## src/design/sha256_message_hasher_top_macros.svh

```systemverilog
// Assertion macros shared by the SHA-256 message hasher RTL.
`ifndef SHA256_MESSAGE_HASHER_TOP_MACROS_SVH
`define SHA256_MESSAGE_HASHER_TOP_MACROS_SVH

`ifndef ASSERT_OFF
// Property must hold on every clock edge outside reset.
`define SHA_MH_ASSERT(lbl, prop, msg) \
  lbl: assert property (@(posedge clk_i) disable iff (!rst_ni) (prop)) else $error(msg);
// Condition must never be true on a clock edge outside reset.
`define SHA_MH_ASSERT_NEVER(lbl, cond, msg) \
  lbl: assert property (@(posedge clk_i) disable iff (!rst_ni) !(cond)) else $error(msg);
`else
`define SHA_MH_ASSERT(lbl, prop, msg)
`define SHA_MH_ASSERT_NEVER(lbl, cond, msg)
`endif

`endif

```

## src/design/sha_mh_pkg.sv

```systemverilog
// Shared types and constants of the SHA-256 message hasher.
package sha_mh_pkg;

  localparam int unsigned COUNT_W    = 61;
  localparam int unsigned BLK_WORDS  = 16;
  localparam int unsigned HASH_WORDS = 8;
  localparam logic [7:0]  PAD_BYTE   = 8'h80;

  // Input beat
  typedef struct packed {
    logic [7:0] data_byte;
    logic       has_byte;
    logic       is_end;
  } sha_mh_in_t;

  // Output beat
  typedef struct packed {
    logic [31:0] digest_word;
    logic [2:0]  word_index;
    logic        last_word;
  } sha_mh_out_t;

  // Sequencer controls for the round datapath
  typedef struct packed {
    logic       hv_shift;  // shift a hash word into the working vars
    logic       hv_rot;    // rotate working vars during the final add
    logic       rnd_en;    // run one compression round
    logic       w_step;    // advance the schedule window, precompute K+W
    logic       w_mem;     // next schedule word comes from block memory
    logic [5:0] k_idx;     // round constant index for the precomputed K+W
  } sha_mh_ctl_t;

  localparam logic [31:0] ROUND_K [64] = '{
    32'h428a2f98, 32'h71374491, 32'hb5c0fbcf, 32'he9b5dba5, 32'h3956c25b, 32'h59f111f1,
    32'h923f82a4, 32'hab1c5ed5, 32'hd807aa98, 32'h12835b01, 32'h243185be, 32'h550c7dc3,
    32'h72be5d74, 32'h80deb1fe, 32'h9bdc06a7, 32'hc19bf174, 32'he49b69c1, 32'hefbe4786,
    32'h0fc19dc6, 32'h240ca1cc, 32'h2de92c6f, 32'h4a7484aa, 32'h5cb0a9dc, 32'h76f988da,
    32'h983e5152, 32'ha831c66d, 32'hb00327c8, 32'hbf597fc7, 32'hc6e00bf3, 32'hd5a79147,
    32'h06ca6351, 32'h14292967, 32'h27b70a85, 32'h2e1b2138, 32'h4d2c6dfc, 32'h53380d13,
    32'h650a7354, 32'h766a0abb, 32'h81c2c92e, 32'h92722c85, 32'ha2bfe8a1, 32'ha81a664b,
    32'hc24b8b70, 32'hc76c51a3, 32'hd192e819, 32'hd6990624, 32'hf40e3585, 32'h106aa070,
    32'h19a4c116, 32'h1e376c08, 32'h2748774c, 32'h34b0bcb5, 32'h391c0cb3, 32'h4ed8aa4a,
    32'h5b9cca4f, 32'h682e6ff3, 32'h748f82ee, 32'h78a5636f, 32'h84c87814, 32'h8cc70208,
    32'h90befffa, 32'ha4506ceb, 32'hbef9a3f7, 32'hc67178f2
  };

  localparam logic [31:0] HASH_IV [8] = '{
    32'h6a09e667, 32'hbb67ae85, 32'h3c6ef372, 32'ha54ff53a,
    32'h510e527f, 32'h9b05688c, 32'h1f83d9ab, 32'h5be0cd19
  };

endpackage

```

## src/design/sha_mh_ram.sv

```systemverilog
// Generic simple dual-port RAM with registered read.
module sha_mh_ram #(
  parameter int Width = 32,
  parameter int Depth = 16,
  localparam int AddrW = (Depth > 1) ? $clog2(Depth) : 1
) (
  input  logic             clk_i,
  input  logic             we_i,
  input  logic [AddrW-1:0] waddr_i,
  input  logic [Width-1:0] wdata_i,
  input  logic [AddrW-1:0] raddr_i,
  output logic [Width-1:0] rdata_o
);

  logic [Width-1:0] mem [Depth];
  logic [Width-1:0] rdata_q;

  // One write and one registered read per cycle
  always_ff @(posedge clk_i) begin
    if (we_i) begin
      mem[waddr_i] <= wdata_i;
    end
    rdata_q <= mem[raddr_i];
  end

  assign rdata_o = rdata_q;

endmodule

```

## src/design/sha_mh_round.sv

```systemverilog
// SHA-256 round datapath: working variables, schedule window and K+W precompute.
module sha_mh_round import sha_mh_pkg::*; (
  input  logic        clk_i,
  input  sha_mh_ctl_t ctl_i,
  input  logic [31:0] hash_rd_i,
  input  logic [31:0] blk_rd_i,
  output logic [31:0] a_o
);

  function automatic logic [31:0] rotr(input logic [31:0] v, input int unsigned n);
    return (v >> n) | (v << (32 - n));
  endfunction

  logic [31:0] v_q   [8];
  logic [31:0] win_q [BLK_WORDS];
  logic [31:0] kw_q;

  logic [31:0] big_s1, big_s0, ch, maj, t1, t2;
  logic [31:0] sml_s0, sml_s1, w_calc, w_next;

  // Round function, K+W already summed in kw_q
  always_comb begin
    big_s1 = rotr(v_q[4], 6) ^ rotr(v_q[4], 11) ^ rotr(v_q[4], 25);
    ch     = (v_q[4] & v_q[5]) ^ (~v_q[4] & v_q[6]);
    t1     = v_q[7] + big_s1 + ch + kw_q;
    big_s0 = rotr(v_q[0], 2) ^ rotr(v_q[0], 13) ^ rotr(v_q[0], 22);
    maj    = (v_q[0] & v_q[1]) ^ (v_q[0] & v_q[2]) ^ (v_q[1] & v_q[2]);
    t2     = big_s0 + maj;
  end

  // Message expansion: window holds W[r-15..r] during round r
  always_comb begin
    sml_s0 = rotr(win_q[1], 7) ^ rotr(win_q[1], 18) ^ (win_q[1] >> 3);
    sml_s1 = rotr(win_q[14], 17) ^ rotr(win_q[14], 19) ^ (win_q[14] >> 10);
    w_calc = sml_s1 + win_q[9] + sml_s0 + win_q[0];
    w_next = ctl_i.w_mem ? blk_rd_i : w_calc;
  end

  // Working variables
  always_ff @(posedge clk_i) begin
    priority if (ctl_i.rnd_en) begin
      v_q[7] <= v_q[6];
      v_q[6] <= v_q[5];
      v_q[5] <= v_q[4];
      v_q[4] <= v_q[3] + t1;
      v_q[3] <= v_q[2];
      v_q[2] <= v_q[1];
      v_q[1] <= v_q[0];
      v_q[0] <= t1 + t2;
    end else if (ctl_i.hv_shift) begin
      for (int i = 0; i < 7; i++) begin
        v_q[i] <= v_q[i+1];
      end
      v_q[7] <= hash_rd_i;
    end else if (ctl_i.hv_rot) begin
      for (int i = 0; i < 7; i++) begin
        v_q[i] <= v_q[i+1];
      end
      v_q[7] <= v_q[0];
    end
  end

  // Schedule window and next K+W
  always_ff @(posedge clk_i) begin
    if (ctl_i.w_step) begin
      for (int i = 0; i < BLK_WORDS - 1; i++) begin
        win_q[i] <= win_q[i+1];
      end
      win_q[BLK_WORDS-1] <= w_next;
      kw_q <= ROUND_K[ctl_i.k_idx] + w_next;
    end
  end

  assign a_o = v_q[0];

endmodule

```

## src/design/sha256_message_hasher_top.sv

```systemverilog
// SHA-256 message hasher top: byte intake, padding, block sequencer and digest output.
// A byte beat is taken in S_IDLE; a beat that fills a 64-byte block then runs the block
// (8+1 hash-word loads, 64 rounds at one per cycle, 8+1 hash-memory updates).
// An end beat adds a pad start and up to 18 pad-word writes, one or two such blocks,
// then 8 digest beats, each a hash memory read, then an output register write.
// Async active-low reset: hash words read as initial values, length zero, no sweep.
`include "sha256_message_hasher_top_macros.svh"

module sha256_message_hasher_top import sha_mh_pkg::*; (
  input  logic        clk_i,
  input  logic        rst_ni,
  input  logic        in_valid_i,
  output logic        in_stall_o,
  input  sha_mh_in_t  in_data_i,
  output logic        out_valid_o,
  input  logic        out_stall_i,
  output sha_mh_out_t out_data_o
);

  localparam logic [2:0] S_IDLE    = 3'd0;
  localparam logic [2:0] S_PSTART  = 3'd1;
  localparam logic [2:0] S_PAD     = 3'd2;
  localparam logic [2:0] S_LOAD    = 3'd3;
  localparam logic [2:0] S_ROUND   = 3'd4;
  localparam logic [2:0] S_ADD     = 3'd5;
  localparam logic [2:0] S_EMIT_RD = 3'd6;
  localparam logic [2:0] S_EMIT_WR = 3'd7;

  logic [2:0]         state_q, state_d;
  logic [5:0]         cnt_q, cnt_d;
  logic [COUNT_W-1:0] count_q, count_d;
  logic [23:0]        acc_q, acc_d;
  logic               fresh_q, fresh_d;
  logic               end_pend_q, end_pend_d;
  logic               pad2_q, pad2_d;
  logic               digest_q, digest_d;
  logic               pad_two_q, pad_two_d;
  logic               pad_first_q, pad_first_d;
  logic               out_valid_q, out_valid_d;
  sha_mh_out_t        out_q, out_d;

  logic        in_fire;
  logic        blk_busy;
  logic [5:0]  byte_pos;
  logic [31:0] pad_word;
  logic [63:0] len_bits;

  logic        blk_we;
  logic [3:0]  blk_waddr, blk_raddr;
  logic [31:0] blk_wdata, blk_rd;

  logic        hash_we;
  logic [2:0]  hash_waddr, hash_raddr, hash_raddr_q;
  logic [31:0] hash_wdata, hash_ram_rd, hash_rd;

  sha_mh_ctl_t ctl;
  logic [31:0] a_val;

  assign in_stall_o = (state_q != S_IDLE);
  assign in_fire    = in_valid_i && !in_stall_o;
  assign byte_pos   = count_q[5:0];
  assign len_bits   = {count_q, 3'b000};

  // First pad word: partial bytes, then the 0x80 marker
  always_comb begin
    unique case (count_q[1:0])
      2'd0: pad_word = {PAD_BYTE, 24'h0};
      2'd1: pad_word = {acc_q[7:0], PAD_BYTE, 16'h0};
      2'd2: pad_word = {acc_q[15:0], PAD_BYTE, 8'h0};
      2'd3: pad_word = {acc_q, PAD_BYTE};
    endcase
  end

  // Memory read addresses follow the step counter
  assign hash_raddr = cnt_q[2:0];
  always_comb begin
    if (state_q == S_LOAD) begin
      blk_raddr = (cnt_q == 6'd8) ? 4'd1 : 4'd0;
    end else begin
      blk_raddr = cnt_q[3:0] + 4'd2;
    end
  end

  // Hash words read as initial values until a block writes them back
  assign hash_rd = fresh_q ? HASH_IV[hash_raddr_q] : hash_ram_rd;

  // Sequencer
  always_comb begin
    state_d     = state_q;
    cnt_d       = cnt_q;
    count_d     = count_q;
    acc_d       = acc_q;
    fresh_d     = fresh_q;
    end_pend_d  = end_pend_q;
    pad2_d      = pad2_q;
    digest_d    = digest_q;
    pad_two_d   = pad_two_q;
    pad_first_d = pad_first_q;
    out_valid_d = out_valid_q;
    out_d       = out_q;
    blk_we      = 1'b0;
    blk_waddr   = cnt_q[3:0];
    blk_wdata   = 32'h0;
    hash_we     = 1'b0;
    hash_waddr  = 3'(cnt_q - 6'd1);
    hash_wdata  = hash_rd + a_val;
    ctl         = '0;

    if (out_valid_q && !out_stall_i) begin
      out_valid_d = 1'b0;
    end

    unique case (state_q)
      S_IDLE: begin
        if (in_fire) begin
          if (in_data_i.has_byte) begin
            acc_d   = {acc_q[15:0], in_data_i.data_byte};
            count_d = count_q + COUNT_W'(1);
            if (byte_pos[1:0] == 2'b11) begin
              blk_we    = 1'b1;
              blk_waddr = byte_pos[5:2];
              blk_wdata = {acc_q, in_data_i.data_byte};
            end
            if (byte_pos == 6'd63) begin
              state_d    = S_LOAD;
              cnt_d      = 6'd0;
              end_pend_d = in_data_i.is_end;
            end else if (in_data_i.is_end) begin
              state_d = S_PSTART;
            end
          end else if (in_data_i.is_end) begin
            state_d = S_PSTART;
          end
        end
      end
      S_PSTART: begin
        cnt_d       = {2'b00, byte_pos[5:2]};
        pad_two_d   = &byte_pos[5:3];
        pad_first_d = 1'b1;
        state_d     = S_PAD;
      end
      S_PAD: begin
        blk_we    = 1'b1;
        blk_waddr = cnt_q[3:0];
        priority if (pad_first_q) begin
          blk_wdata = pad_word;
        end else if (!pad_two_q && cnt_q[3:0] == 4'd14) begin
          blk_wdata = len_bits[63:32];
        end else if (!pad_two_q && cnt_q[3:0] == 4'd15) begin
          blk_wdata = len_bits[31:0];
        end else begin
          blk_wdata = 32'h0;
        end
        pad_first_d = 1'b0;
        if (cnt_q[3:0] == 4'd15) begin
          state_d = S_LOAD;
          cnt_d   = 6'd0;
          if (pad_two_q) begin
            pad2_d = 1'b1;
          end else begin
            digest_d = 1'b1;
            count_d  = '0;
          end
        end else begin
          cnt_d = cnt_q + 6'd1;
        end
      end
      S_LOAD: begin
        ctl.hv_shift = (cnt_q != 6'd0);
        if (cnt_q == 6'd8) begin
          ctl.w_step = 1'b1;
          ctl.w_mem  = 1'b1;
          ctl.k_idx  = 6'd0;
          state_d    = S_ROUND;
          cnt_d      = 6'd0;
        end else begin
          cnt_d = cnt_q + 6'd1;
        end
      end
      S_ROUND: begin
        ctl.rnd_en = 1'b1;
        ctl.w_step = 1'b1;
        ctl.w_mem  = (cnt_q < 6'd15);
        ctl.k_idx  = cnt_q + 6'd1;
        if (cnt_q == 6'd63) begin
          state_d = S_ADD;
          cnt_d   = 6'd0;
        end else begin
          cnt_d = cnt_q + 6'd1;
        end
      end
      S_ADD: begin
        if (cnt_q != 6'd0) begin
          hash_we    = 1'b1;
          ctl.hv_rot = 1'b1;
        end
        if (cnt_q == 6'd8) begin
          fresh_d = 1'b0;
          cnt_d   = 6'd0;
          priority if (pad2_q) begin
            pad2_d      = 1'b0;
            pad_two_d   = 1'b0;
            pad_first_d = 1'b0;
            state_d     = S_PAD;
          end else if (end_pend_q) begin
            end_pend_d = 1'b0;
            state_d    = S_PSTART;
          end else if (digest_q) begin
            digest_d = 1'b0;
            state_d  = S_EMIT_RD;
          end else begin
            state_d = S_IDLE;
          end
        end else begin
          cnt_d = cnt_q + 6'd1;
        end
      end
      S_EMIT_RD: begin
        if (!out_valid_q || !out_stall_i) begin
          state_d = S_EMIT_WR;
        end
      end
      S_EMIT_WR: begin
        out_d.digest_word = hash_rd;
        out_d.word_index  = cnt_q[2:0];
        out_d.last_word   = (cnt_q[2:0] == 3'd7);
        out_valid_d       = 1'b1;
        if (cnt_q[2:0] == 3'd7) begin
          fresh_d = 1'b1;
          cnt_d   = 6'd0;
          state_d = S_IDLE;
        end else begin
          cnt_d   = cnt_q + 6'd1;
          state_d = S_EMIT_RD;
        end
      end
      default: begin
        state_d = S_IDLE;
      end
    endcase
  end

  // Control state
  always_ff @(posedge clk_i or negedge rst_ni) begin
    if (!rst_ni) begin
      state_q     <= S_IDLE;
      cnt_q       <= 6'd0;
      count_q     <= '0;
      fresh_q     <= 1'b1;
      end_pend_q  <= 1'b0;
      pad2_q      <= 1'b0;
      digest_q    <= 1'b0;
      pad_two_q   <= 1'b0;
      pad_first_q <= 1'b0;
      out_valid_q <= 1'b0;
    end else begin
      state_q     <= state_d;
      cnt_q       <= cnt_d;
      count_q     <= count_d;
      fresh_q     <= fresh_d;
      end_pend_q  <= end_pend_d;
      pad2_q      <= pad2_d;
      digest_q    <= digest_d;
      pad_two_q   <= pad_two_d;
      pad_first_q <= pad_first_d;
      out_valid_q <= out_valid_d;
    end
  end

  // Payload registers
  always_ff @(posedge clk_i) begin
    acc_q        <= acc_d;
    out_q        <= out_d;
    hash_raddr_q <= hash_raddr;
  end

  assign out_valid_o = out_valid_q;
  assign out_data_o  = out_q;

  // Message block words, later the first 16 schedule words
  sha_mh_ram #(.Width(32), .Depth(BLK_WORDS)) u_blk_ram (
    .clk_i   (clk_i),
    .we_i    (blk_we),
    .waddr_i (blk_waddr),
    .wdata_i (blk_wdata),
    .raddr_i (blk_raddr),
    .rdata_o (blk_rd)
  );

  // Chaining hash words
  sha_mh_ram #(.Width(32), .Depth(HASH_WORDS)) u_hash_ram (
    .clk_i   (clk_i),
    .we_i    (hash_we),
    .waddr_i (hash_waddr),
    .wdata_i (hash_wdata),
    .raddr_i (hash_raddr),
    .rdata_o (hash_ram_rd)
  );

  sha_mh_round u_round (
    .clk_i     (clk_i),
    .ctl_i     (ctl),
    .hash_rd_i (hash_rd),
    .blk_rd_i  (blk_rd),
    .a_o       (a_val)
  );

  // Checks
  assign blk_busy = (state_q == S_LOAD) || (state_q == S_ROUND);

  `SHA_MH_ASSERT(a_emit_slot_free, state_q == S_EMIT_WR |-> !out_valid_q, "digest beat lost")
  `SHA_MH_ASSERT_NEVER(a_blk_quiet, blk_busy && blk_we, "block memory written in rounds")
  `SHA_MH_ASSERT(a_hash_rw_split, hash_we |-> hash_waddr != hash_raddr, "hash access clash")
  `SHA_MH_ASSERT(a_fresh_emit, $rose(fresh_q) |-> $past(state_q) == S_EMIT_WR, "stray hash reset")

endmodule
```

## config.mk

```make
export PLATFORM = sky130hd
export DESIGN_NAME = sha256_message_hasher_top
export DESIGN_NICKNAME = d
export VERILOG_FILES = /design/src/design/sha_mh_pkg.sv /design/src/design/sha_mh_ram.sv /design/src/design/sha_mh_round.sv /design/src/design/sha256_message_hasher_top.sv
export VERILOG_INCLUDE_DIRS = /design/src /design/src/design
export SDC_FILE = /design/constraint.sdc
export NUM_CORES = 2
export LEC_CHECK = 0
export BUFFER_PORTS_ARGS = -buffer_cell sky130_fd_sc_hd__buf_2
export CORE_ASPECT_RATIO = 0.5
export CORE_MARGIN = 4
export CORE_UTILIZATION = 60
export CTS_CLUSTER_DIAMETER = 30
export CTS_CLUSTER_SIZE = 14
export DETAILED_ROUTE_END_ITERATION = 10
export PLACE_DENSITY_LB_ADDON = 0.08
export SETUP_SLACK_MARGIN = 0.4
export SYNTH_ARGS = -nofsm -noshare
export SYNTH_HDL_FRONTEND = slang
export SYNTH_SLANG_ARGS = --single-unit
```

## constraint.sdc

```tcl
create_clock -name clk_i -period 43.3 [get_ports clk_i]
set_clock_uncertainty 0.1 [all_clocks]
set_input_delay 6.495 -clock clk_i [delete_from_list [all_inputs] [get_ports clk_i]]
set_output_delay 6.495 -clock clk_i [all_outputs]
set_load 0.01 [all_outputs]
```

==> flow_summary.toml <==
[run_status]
outcome = "finished clean"

[final_layout]
final_cell_mix = "1628 x edfxtp_1, 905 x nand2_1, 402 x inv_1"
layout.nets = 7244
layout-drive-gt1-share_pct = 9.81
area_growth_pct = 10.7
final_common_cell = "edfxtp_1"

[detailed_routing]
wl_um = 242000
vias_per_cell = 6.46
wl_per_cell_um = 27.2
drt-initial-drc-count = 8238
detailedRoute.firstPassIterationCount = 9
num_vias = 57461
ant_nets = 0
drc = 0

[sta]
fin_crit_ns = 8.89
relSlewSlack_pct = 9.45
finalSetupViolCount = 0
holdWs_ns = 0.314
timing_hold_violations_final = 0
rsz0062_at_grt = "false"
period_share_pct = 20.5
max_freq_mhz = 113
tightest_slew_ns = 1.35
tns_ns = 0
slew_violations = 0

[setup_path]
r2r_end = "u_round.v_q[0][28]"
cp_cell_sequence = "nor3_4, inv_2, buf_2"
end_kind = "primary output"
crit_type = "reg -> out"
r2r_setup_slack_ns = 34.55
crit_arrival_ns = 2.29
crit_slowest_cell = "dfrtp_1"
rr_startpoint = "u_round.v_q[2][12]"
crit_required_ns = 36.71
slowest_delay_ns = 0.67
crit_path_start_kind = "register"
rr_worst_depth = 30
crit_fanout = 20

[global_route]
antenna_found_initial = 14
track_usage_pct = 32.1
grt_pass1_wl_um = 355000
grt_max_degree = 183
grt-ovfl-total = 0
first_global_vias = 54271

[synthesis]
ys_dominant_reg_cell = "edfxtp_1"
synth_mux_area_share_pct = 3.68
synth_fp_nets = 7269
synth-seq-cells = 1772
syn_inst = 6880
ys_warn_count = 0
synth_adder_area_share_pct = 6.90
synth-compound-area-share_pct = 11.5
synth-simple-area-share_pct = 8.86
synth_cell_types = 99
yosysSeqAreaShare_pct = 60.7
synthXorXnorAreaFrac_pct = 4.75
netlist_area_um2 = 85900
async_flop_share_pct = 4.35
synth_top_family_by_area = "compound AO/OA/AOI/OAI gates"
synth_edf_count = 1628
synth.avg_cell_area_um2 = 12.5

[floorplanning]
die_area_um2 = 150000
start_util_pct = 60.9
dieWidth_um = 543
dieHeight_um = 276
num_rows = 97
ios = 52
core-area_um2 = 141000

[clock_network]
htree_levels = 4
cts_tree = "done"
clock_latency_ns = 0.86
cts-hold-fix-buffers = 0
cts_buffers = 206
cts_setup_buffers = 0
cts_buffer_depth = 4
clk_pin_slew_ns = 0.06
cts_root_buffer = "clkbuf_16"
cts_resized = 0
numClockSinks = 1772

[job]
maxCapViolCount = 0

[worst_hold_path]
min_path_cells = 0
hold_end = "u_round.win_q[9][26]"
hp-start = "u_round.win_q[10][26]"
holdCritPathClass = "reg -> reg"

[place]
io_buffers = 51
hpwlAfterDp_um = 164000
globalplace.congestion = 0.992
area by class of cell:
cell class                 instances  area (um2)
sequential                      1772       52200
fill                           10044       46000
multi-input combinational       4302       31000
clock buffer                     239        5440
tap                             1881        2350
inverter                         406        1520
clock inverter                   120        1400
timing repair buffer             167        1170
antenna                            6        15.0
kinds of logic (layout without fill, tap and decap cells):
kind of cell / Yosys count / in the layout
buffers and inverters: 806 / 932
xor gates and xnor gates: 466 / 466
adders and majority gates: 379 / 379
and+or+nand+nor: 1695 / 1695
DFF: 1772 / 1772
muxes: 230 / 230
other: 0 / 6
AOI/OAI and AO/OA: 1532 / 1532
Yosys cell counts (10+ instances only):
| cell | instances | share of area (%) |
|---|---|---|
| edfxtp_1 | 1628 | 57 |
| nand2_1 | 913 | 4.0 |
| inv_1 | 403 | 1.8 |
| clkbuf_1 | 361 | 1.6 |
| a21oi_1 | 342 | 2.0 |
| o21ai_0 | 339 | 2.0 |
| nor2_1 | 285 | 1.2 |
| xnor2_1 | 270 | 2.8 |
| a211oi_1 | 268 | 2.3 |
| ha_1 | 216 | 3.1 |
| xor2_1 | 196 | 2.0 |
| and3_1 | 170 | 1.2 |
| fa_1 | 159 | 3.7 |
| a31oi_1 | 121 | 0.88 |
| mux2i_1 | 119 | 1.4 |
| a21o_1 | 108 | 0.94 |
| dfrtp_1 | 76 | 2.2 |
| nand3_1 | 69 | 0.40 |
| dfxtp_1 | 67 | 1.6 |
| mux4_2 | 64 | 1.7 |
| nor3_1 | 62 | 0.36 |
| mux2_2 | 47 | 0.62 |
| nand2b_1 | 38 | 0.28 |
| o211ai_1 | 34 | 0.30 |
| or3_1 | 34 | 0.25 |
| nor2b_1 | 31 | 0.23 |
| o21a_1 | 31 | 0.27 |
| o21bai_1 | 30 | 0.26 |
| o31ai_1 | 30 | 0.26 |
| buf_1 | 29 | 0.13 |
| a221o_1 | 23 | 0.27 |
| a22oi_1 | 22 | 0.19 |
| a22o_1 | 17 | 0.17 |
| nand4_1 | 16 | 0.12 |
| o22ai_1 | 16 | 0.12 |
| o21ai_1 | 15 | 0.087 |
| a221oi_1 | 14 | 0.14 |
| a222oi_1 | 12 | 0.14 |
| a2111oi_0 | 10 | 0.10 |
| a311oi_1 | 10 | 0.10 |
| and2_1 | 10 | 0.073 |
| o311ai_0 | 10 | 0.10 |
| or2_2 | 10 | 0.073 |
layer usage:
metal | wire, um | vias up | share of wire (%) | global-route usage [%]
met5 | 41 | - | 0.017 | 0
met2 | 102000 | 3214 | 42 | 45.2
met3 | 29100 | 450 | 12 | 7.94
met1 | 104000 | 28645 | 43 | 49.8
met4 | 6920 | 6 | 2.9 | 8.69
li1 | - | 25146 | - | -
how the worst max path moves through the flow:
stage | start | to | slack (ns) | cells past startpoint
2_1_floorplan | state_q[2] | u_round.kw_q[0] | 28.87 | 6
3_3_place_gp | in_valid_i | u_blk_ram.mem[0][23] | 33.77 | 10
3_5_place_dp | in_valid_i | u_blk_ram.mem[3][19] | 33.71 | 9
4_1_cts | state_q[1] | in_stall_o | 34.41 | 3
5_1_grt | state_q[0] | u_round.kw_q[31] | 34.13 | 23
6_report | state_q[1] | in_stall_o | 34.41 | 3
flip-flops by register name (all words and copies together) (netlist names), 32 cells and up:
signal / cells
u_blk_ram.rdata_o: 32
count_q: 61
u_round.win_q: 512
out_data_o: 36
u_blk_ram.mem: 512
u_round.kw_q: 32
u_round.v_q: 256
u_hash_ram.mem: 256
u_hash_ram.rdata_o: 32
metrics by stage:
step	setup WS [ns]	instance area [um2]	cells	util (%)
final	34.41	95100	8893	67.4
after global routing	34.13	95100	8888	67.4
after CTS	34.41	95100	8887	67.4
after detailed placement	33.71	88200	8528	62.6
after global placement	33.77	88200	8528	62.6
after floorplan	28.87	85900	6880	-
worst max-delay path, delay by kind of cell (launching register included):
family                 cells  cell delay, ns
buffers and inverters      2            0.31
and+or+nand+nor            1            0.48
DFF                        1            0.67
Power is left out: the tool's default activity adds up to more than one toggle a clock period on the data nets, which glitch-free logic cannot reach.
